===== src/hdl/segint_pkg.sv =====
// ----------------------------------------------------------------------------
// segint_pkg
// Shared types and constants for the segment intersection test core.
// ----------------------------------------------------------------------------
package segint_pkg;

   localparam int COORD_WIDTH_DEF = 16;

   typedef enum logic [1:0] {
      OR_COL = 2'd0,
      OR_CW  = 2'd1,
      OR_CCW = 2'd2
   } orient_type;

endpackage


===== src/hdl/segint_orient.sv =====
// ----------------------------------------------------------------------------
// segint_orient
// Three-stage orientation of point r against the directed line p-q:
// differences, exact products, signed compare.
// ----------------------------------------------------------------------------
module segint_orient #(
   parameter int COORD_WIDTH = segint_pkg::COORD_WIDTH_DEF
) (
   input  logic                           clock,
   input  logic signed [COORD_WIDTH-1:0]  px,
   input  logic signed [COORD_WIDTH-1:0]  py,
   input  logic signed [COORD_WIDTH-1:0]  qx,
   input  logic signed [COORD_WIDTH-1:0]  qy,
   input  logic signed [COORD_WIDTH-1:0]  rx,
   input  logic signed [COORD_WIDTH-1:0]  ry,
   output segint_pkg::orient_type         orient
);
   import segint_pkg::*;

   localparam int DW = COORD_WIDTH + 1;
   localparam int PW = 2 * DW;

   logic signed [DW-1:0] dqy_ff, drx_ff, dry_ff, dqx_ff;
   logic signed [DW-1:0] dqy_in, drx_in, dry_in, dqx_in;
   logic signed [PW-1:0] s1_ff, s2_ff, s1_in, s2_in;
   orient_type           orient_ff, orient_in;

   // stage 1: differences, one bit wider than the coordinates
   always_comb begin
      dqy_in = DW'(qy) - DW'(py);
      drx_in = DW'(rx) - DW'(qx);
      dry_in = DW'(ry) - DW'(qy);
      dqx_in = DW'(qx) - DW'(px);
   end

   // stage 2: exact products
   always_comb begin
      s1_in = PW'(dqy_ff) * PW'(drx_ff);
      s2_in = PW'(dry_ff) * PW'(dqx_ff);
   end

   // stage 3: compare
   always_comb begin
      if (s1_ff == s2_ff) begin
         orient_in = OR_COL;
      end else if (s1_ff > s2_ff) begin
         orient_in = OR_CW;
      end else begin
         orient_in = OR_CCW;
      end
   end

   always_ff @(posedge clock) begin
      dqy_ff    <= dqy_in;
      drx_ff    <= drx_in;
      dry_ff    <= dry_in;
      dqx_ff    <= dqx_in;
      s1_ff     <= s1_in;
      s2_ff     <= s2_in;
      orient_ff <= orient_in;
   end

   assign orient = orient_ff;

endmodule


===== config.mk =====
export PLATFORM = sky130hd
export DESIGN_NAME = segint_orient
export DESIGN_NICKNAME = d
export VERILOG_FILES = /design/src/hdl/segint_pkg.sv /design/src/hdl/segint_orient.sv
export SDC_FILE = /design/constraint.sdc
export NUM_CORES = 2
export LEC_CHECK = 0
export BUFFER_PORTS_ARGS = -buffer_cell sky130_fd_sc_hd__buf_2
export CAP_MARGIN = 20
export CELL_PAD_IN_SITES_DETAIL_PLACEMENT = 0
export CELL_PAD_IN_SITES_GLOBAL_PLACEMENT = 1
export CORE_AREA = 2 2 241 243
export CTS_CLUSTER_SIZE = 14
export DETAILED_ROUTE_END_ITERATION = 7
export DIE_AREA = 0 0 243 245
export PLACE_DENSITY = 0.89
export SYNTH_ARGS = -nofsm -noshare
export SYNTH_HDL_FRONTEND = slang
export SYNTH_SLANG_ARGS = --single-unit

===== constraint.sdc =====
create_clock -name clock -period 18.6 [get_ports clock]
set_input_delay 1.86 -clock clock [delete_from_list [all_inputs] [get_ports clock]]
set_output_delay 1.86 -clock clock [all_outputs]
set_load 0.03 [all_outputs]

[Yosys cells after proc, flatten, opt, wreduce, memory -nomap -nowiden]
Cells that the tools add are included.
Cells by class
  add/subtract/negate cells: 4
  $mul: 2
  $lt $le $gt $ge: 1
  eq/ne operators: 1
  multiplexer cells: 1
Operators by type and width (count)
  17-bit by 17-bit multiplier with 34-bit output: 2
  16-bit by 16-bit subtractor with 17-bit output: 4
  34-bit == test: 1
  34-bit greater-than comparator: 1
  2-bit two-way mux: 1
Storage, ports and cells
  flip-flop bits (word level): 138
  bits of input ports: 97
  word-level logic and storage cells: 16

[Logic depth before layout (Yosys ltp)]
  depth after elaboration: 2
  mapped depth: 25
  gate-level depth less buffers: 23

[Least setup slack after synthesis]
No wires, ideal clock.
  path type: register -> register
  from: register drx_ff[8]
  to: register s1_ff[24]
  arrival: 5.878 ns
  required time: 18.538 ns
  slack: 12.660 ns
  cell stages (with the launch flop): 25
  period minus slack after synthesis: 5.940 ns
  cells stage by stage: dfxtp_1 clkbuf_1 clkbuf_1 nand2_1 fa_1 inv_1 fa_1 inv_1 fa_1 inv_1 fa_1 fa_1 inv_1 fa_1 inv_1 ha_1 nand2_1 a21oi_2 a2111oi_4 o21a_2 nand2_2 a21o_1 a21o_1 or4b_1 nand3_1
On the way
  word-level cells in the longest chain between the ends: 1
RTL lines
  from (decl): line segint_orient.sv:23  | logic signed [DW-1:0] dqy_ff, drx_ff, dry_ff, dqx_ff;
  from (signal assigned): line segint_orient.sv:55  | drx_ff <= drx_in;
  17-bit by 17-bit multiplier with 34-bit output: line segint_orient.sv:38  | s1_in = PW'(dqy_ff) * PW'(drx_ff);
  net s1_in[24]: line segint_orient.sv:25  | logic signed [PW-1:0] s1_ff, s2_ff, s1_in, s2_in;
  to (signal assigned): line segint_orient.sv:58  | s1_ff <= s1_in;
  to (decl): line segint_orient.sv:25
The timed path passes the listed nets, and every way through them passes these cells.
A chain may end at the register's enable or synchronous reset.

[Worst setup path after layout]
  from: register dry_ff[10]
  to: register s2_ff[32]
On the way
  word-level cells in the longest chain between the ends: 1
RTL lines
  from (decl): line segint_orient.sv:23
  from (signal assigned): line segint_orient.sv:56  | dry_ff <= dry_in;
  17-bit by 17-bit multiplier with 34-bit output: line segint_orient.sv:39  | s2_in = PW'(dry_ff) * PW'(dqx_ff);
  net s2_in[32]: line segint_orient.sv:25
  to (signal assigned): line segint_orient.sv:59  | s2_ff <= s2_in;
  to (decl): line segint_orient.sv:25
The timed path passes the listed nets, and every way through them passes these cells.

==> reports/qor_table.md <==
| Parameter | This run | Unit |
| --- | --- | --- |
| Worst path cell trace | nand2_1 -> fa_1 -> fa_1 -> inv_1 -> fa_1 -> inv_1 -> fa_1 -> fa_1 -> fa_1 -> inv_1 -> ha_1 -> o21ai_0 -> nor2_1 -> nand3_1 -> o21ai_1 -> a2111oi_2 -> nor3_1 -> a41o_1 -> o41ai_2 -> xnor2_1 | - |
| Number of nets with antenna violations after detailed routing | 0 | - |
| Synthesized area per cell | 9.29 | um2 |
| Number of resized instances in the post-cts repair step | 0 | - |
| Worst-case hold slack | 827 | ps |
| Startpoint type of the worst setup path | flop | - |
| DIE AREA | 59,500 | um2 |
| Post-synth top flop | dfxtp_1 | - |
| Via total after detailed routing | 19,900 | - |
| Violation count after the first detailed-route iteration | 1,045 | - |
| Vertical extent of the die | 245 | um |
| F_max | 153 | MHz |
| Total count of max-transition violations in the final report | 0 | - |
| Setup bufs post-CTS | 0 | - |
| Part of the Yosys area used for sequential elements | 9.82 | % |
| Commonest non-fill, non-tap cell in the layout | inv_1 | - |
| Wirelength per Cell | 16.3 | um |
| Synthesized instance count | 3,026 | - |
| Post-detailed-placement cell area | 29,300 | um2 |
| Synthesis-to-finish area growth | 6.25 | % |
| Final count of hold timing violations | 0 | - |
| Run status | completed | - |
| Wire length of the first global-routing pass | 108,000 | um |
| Number of antenna violations at the first check in global routing | 2 | - |
| Setup Total Neg Slack | 0 | ps |
| Post-layout minimum cycle time | 6540 | ps |
| Flops & latches, synth | 138 | - |
| Clock latency at the later pin of the worst-skew pair | 450 | ps |
| TritonCTS clock tree | yes | - |
| Post-layout net count | 4,032 | - |
| Clock-pin slew on the worst setup and hold paths | 70 | ps |
| Critical path required time | 18,930 | ps |
| Total iterations of the first detailed-routing run | 5 | - |
| Aggregate routed wire length | 62,700 | um |
| Worst slew margin relative to its limit | 26.7 | % |
| Congestion Overflow GR | 0 | - |
| Post-route cell area | 29,900 | um2 |
| Delay contributed by the slowest stage of the critical path | 780 | ps |
| Number of clock buffers inserted by TritonCTS | 17 | - |
| Maximum number of pins on one net before global-route repair | 18 | - |
| H-tree Lvls | 4 | - |
| Proportion of register bits with asynchronous set or reset after synthesis | 0 | % |
| Standard-cell rows | 88 | - |
| Number of buffers between clock root and the deepest sink | 2 | - |
| Period Utilization, post-route | 35.2 | % |
| Sink Count | 138 | - |
| Reported max-cap violation count | 0 | - |
| DP Wirelength | 53,300 | um |
| Clock skew | 19.0 | ps |
| Chip width | 243 | um |
| Distinct cells, synth | 66 | - |
| DRC errors left | 0 | - |
| Worst endpoint data arrival time | 6870 | ps |
| Total of warnings raised by yosys | 0 | - |
| GRT Overall Usage | 22.7 | % |
| Core region area | 57,000 | um2 |
| Hold crit path type | flop to flop | - |
| Buffer type at the clock tree root | clkbuf_16 | - |
| Detailed-route vias per instance | 5.16 | - |
| Routability-driven placement congestion ratio | 0.857 | - |
| Hold-fix buffer count after cts | 0 | - |
| Cell mode on critical path | fa_1 | - |
| Crit-path slowest cell | dfxtp_1 | - |
| RSZ-0062 raised after global routing | false | - |
| IO Count | 99 | - |
| Highest net fanout along the worst path | 17 | - |
| Net count after synthesis | 3,987 | - |
| Crit Path Category | flop to flop | - |
| Fraction of final layout cells sized beyond drive strength 1 | 4.86 | % |
| Number of buffers inserted by port buffering | 98 | - |
| Most frequent cells in the layout | inv_1, fa_1, nand2_1 | - |
| Number of enable-type register cells in the synthesized netlist | 0 | - |
| Initial core utilization | 49.3 | % |
| Final-report setup violation count | 0 | - |
| Slew at the pin with the worst max-slew slack | 1080 | ps |
| Syn Std Cell Area | 28,100 | um2 |
| Worst Setup End Kind | flop | - |
| Number of global-route vias before repair | 21,600 | - |
-- routing by layer --
metal  share of wire [%]  vias up  global-route usage [%]
li1                    -     9206                       -
met1                  43    10200                    30.1
met2                  52      396                    40.2
met3                 3.3       71                    2.22
met4                 1.8        0                    5.07
met5                   0        -                       0
-- sequential cells by signal, indices dropped and copies added (netlist names) --
signal	flops
s1_ff	34
drx_ff	17
dry_ff	17
s2_ff	34
dqy_ff	17
orient	2
dqx_ff	17
-- metrics by stage --
| step | utilization, % | instances | worst slack [ps] |
|---|---|---|---|
| 2_1_floorplan | - | 3026 | 12660 |
| 3_3_place_gp | 51.4 | 3817 | 12250 |
| 3_5_place_dp | 51.4 | 3817 | 12180 |
| 4_1_cts | 52.4 | 3849 | 12120 |
| 5_1_grt | 52.4 | 3849 | 11660 |
| 6_report | 52.4 | 3851 | 12060 |
-- path summary, 6_finish.rpt --
kind | start | end | slack [ps] | cells past startpoint
hold / removal | drx_ff[0] | s1_ff[0] | 830 | 1
hold reg to reg | drx_ff[0] | s1_ff[0] | 830 | 1
setup reg to reg | dry_ff[10] | s2_ff[32] | 12060 | 20
setup / recovery | dry_ff[10] | s2_ff[32] | 12060 | 20
-- cell families (layout without fill, tap and decap cells) --
group,after synthesis,after routing,share of synthesized area (%)
compound gates,294,294,7.04
xor+xnor,108,108,3.36
buf+inv,785,843,10.5
other cells,0,2,0
flops,138,138,9.82
simple gates,837,837,14.9
fa+ha+maj,864,864,54.4
-- cell usage after synthesis (4+ instances only) --
cell type  instances  area share [%]
inv_1            710             9.5
fa_1             596              42
nand2_1          294             3.9
and2_1           293             6.5
ha_1             268              12
dfxtp_1          138             9.8
nor2_1           101             1.3
xnor2_1           92             2.9
a21oi_1           84             1.5
clkbuf_1          69            0.92
o21ai_0           42            0.75
a21o_1            36            0.96
nor3_1            36            0.64
o21a_1            34            0.91
nand3_1           24            0.43
nor2b_1           24            0.53
nand2b_1          21            0.47
xor2_1            16            0.50
o21ai_1           14            0.25
and3_1            11            0.24
nand4_1           10            0.22
a31oi_1            9            0.20
o21bai_1           9            0.24
a211oi_1           6            0.16
a21boi_0           6            0.16
buf_1              6           0.080
o31a_1             6            0.19
or3_1              6            0.13
o211ai_1           5            0.13
o22ai_1            5            0.11
nand3b_1           4            0.11
-- critical path, delay by kind of cell, from the launching register on --
| family | cells | cell delay [ps] |
|---|---|---|
| adder cells (fa/ha/maj) | 7 | 3370 |
| flip-flops | 1 | 780 |
| AO/OA/AOI/OAI | 5 | 1040 |
| buffers and inverters | 3 | 160 |
| XOR/XNOR | 1 | 130 |
| AND/OR/NAND/NOR | 4 | 950 |
-- final cells by class --
| class | instances | area [um2] |
|---|---|---|
| flip-flops and latches | 138 | 2760 |
| repair buffers | 101 | 513 |
| well taps | 765 | 957 |
| fillers | 5423 | 27200 |
| multi-input cells | 2103 | 22400 |
| inverters | 710 | 2670 |
| clock inverters | 13 | 120 |
| clock buffers | 19 | 443 |
| diodes | 2 | 5.00 |
Power is not shown: default switching activity piles up to over one toggle a cycle in this logic, so the estimate is an artifact.
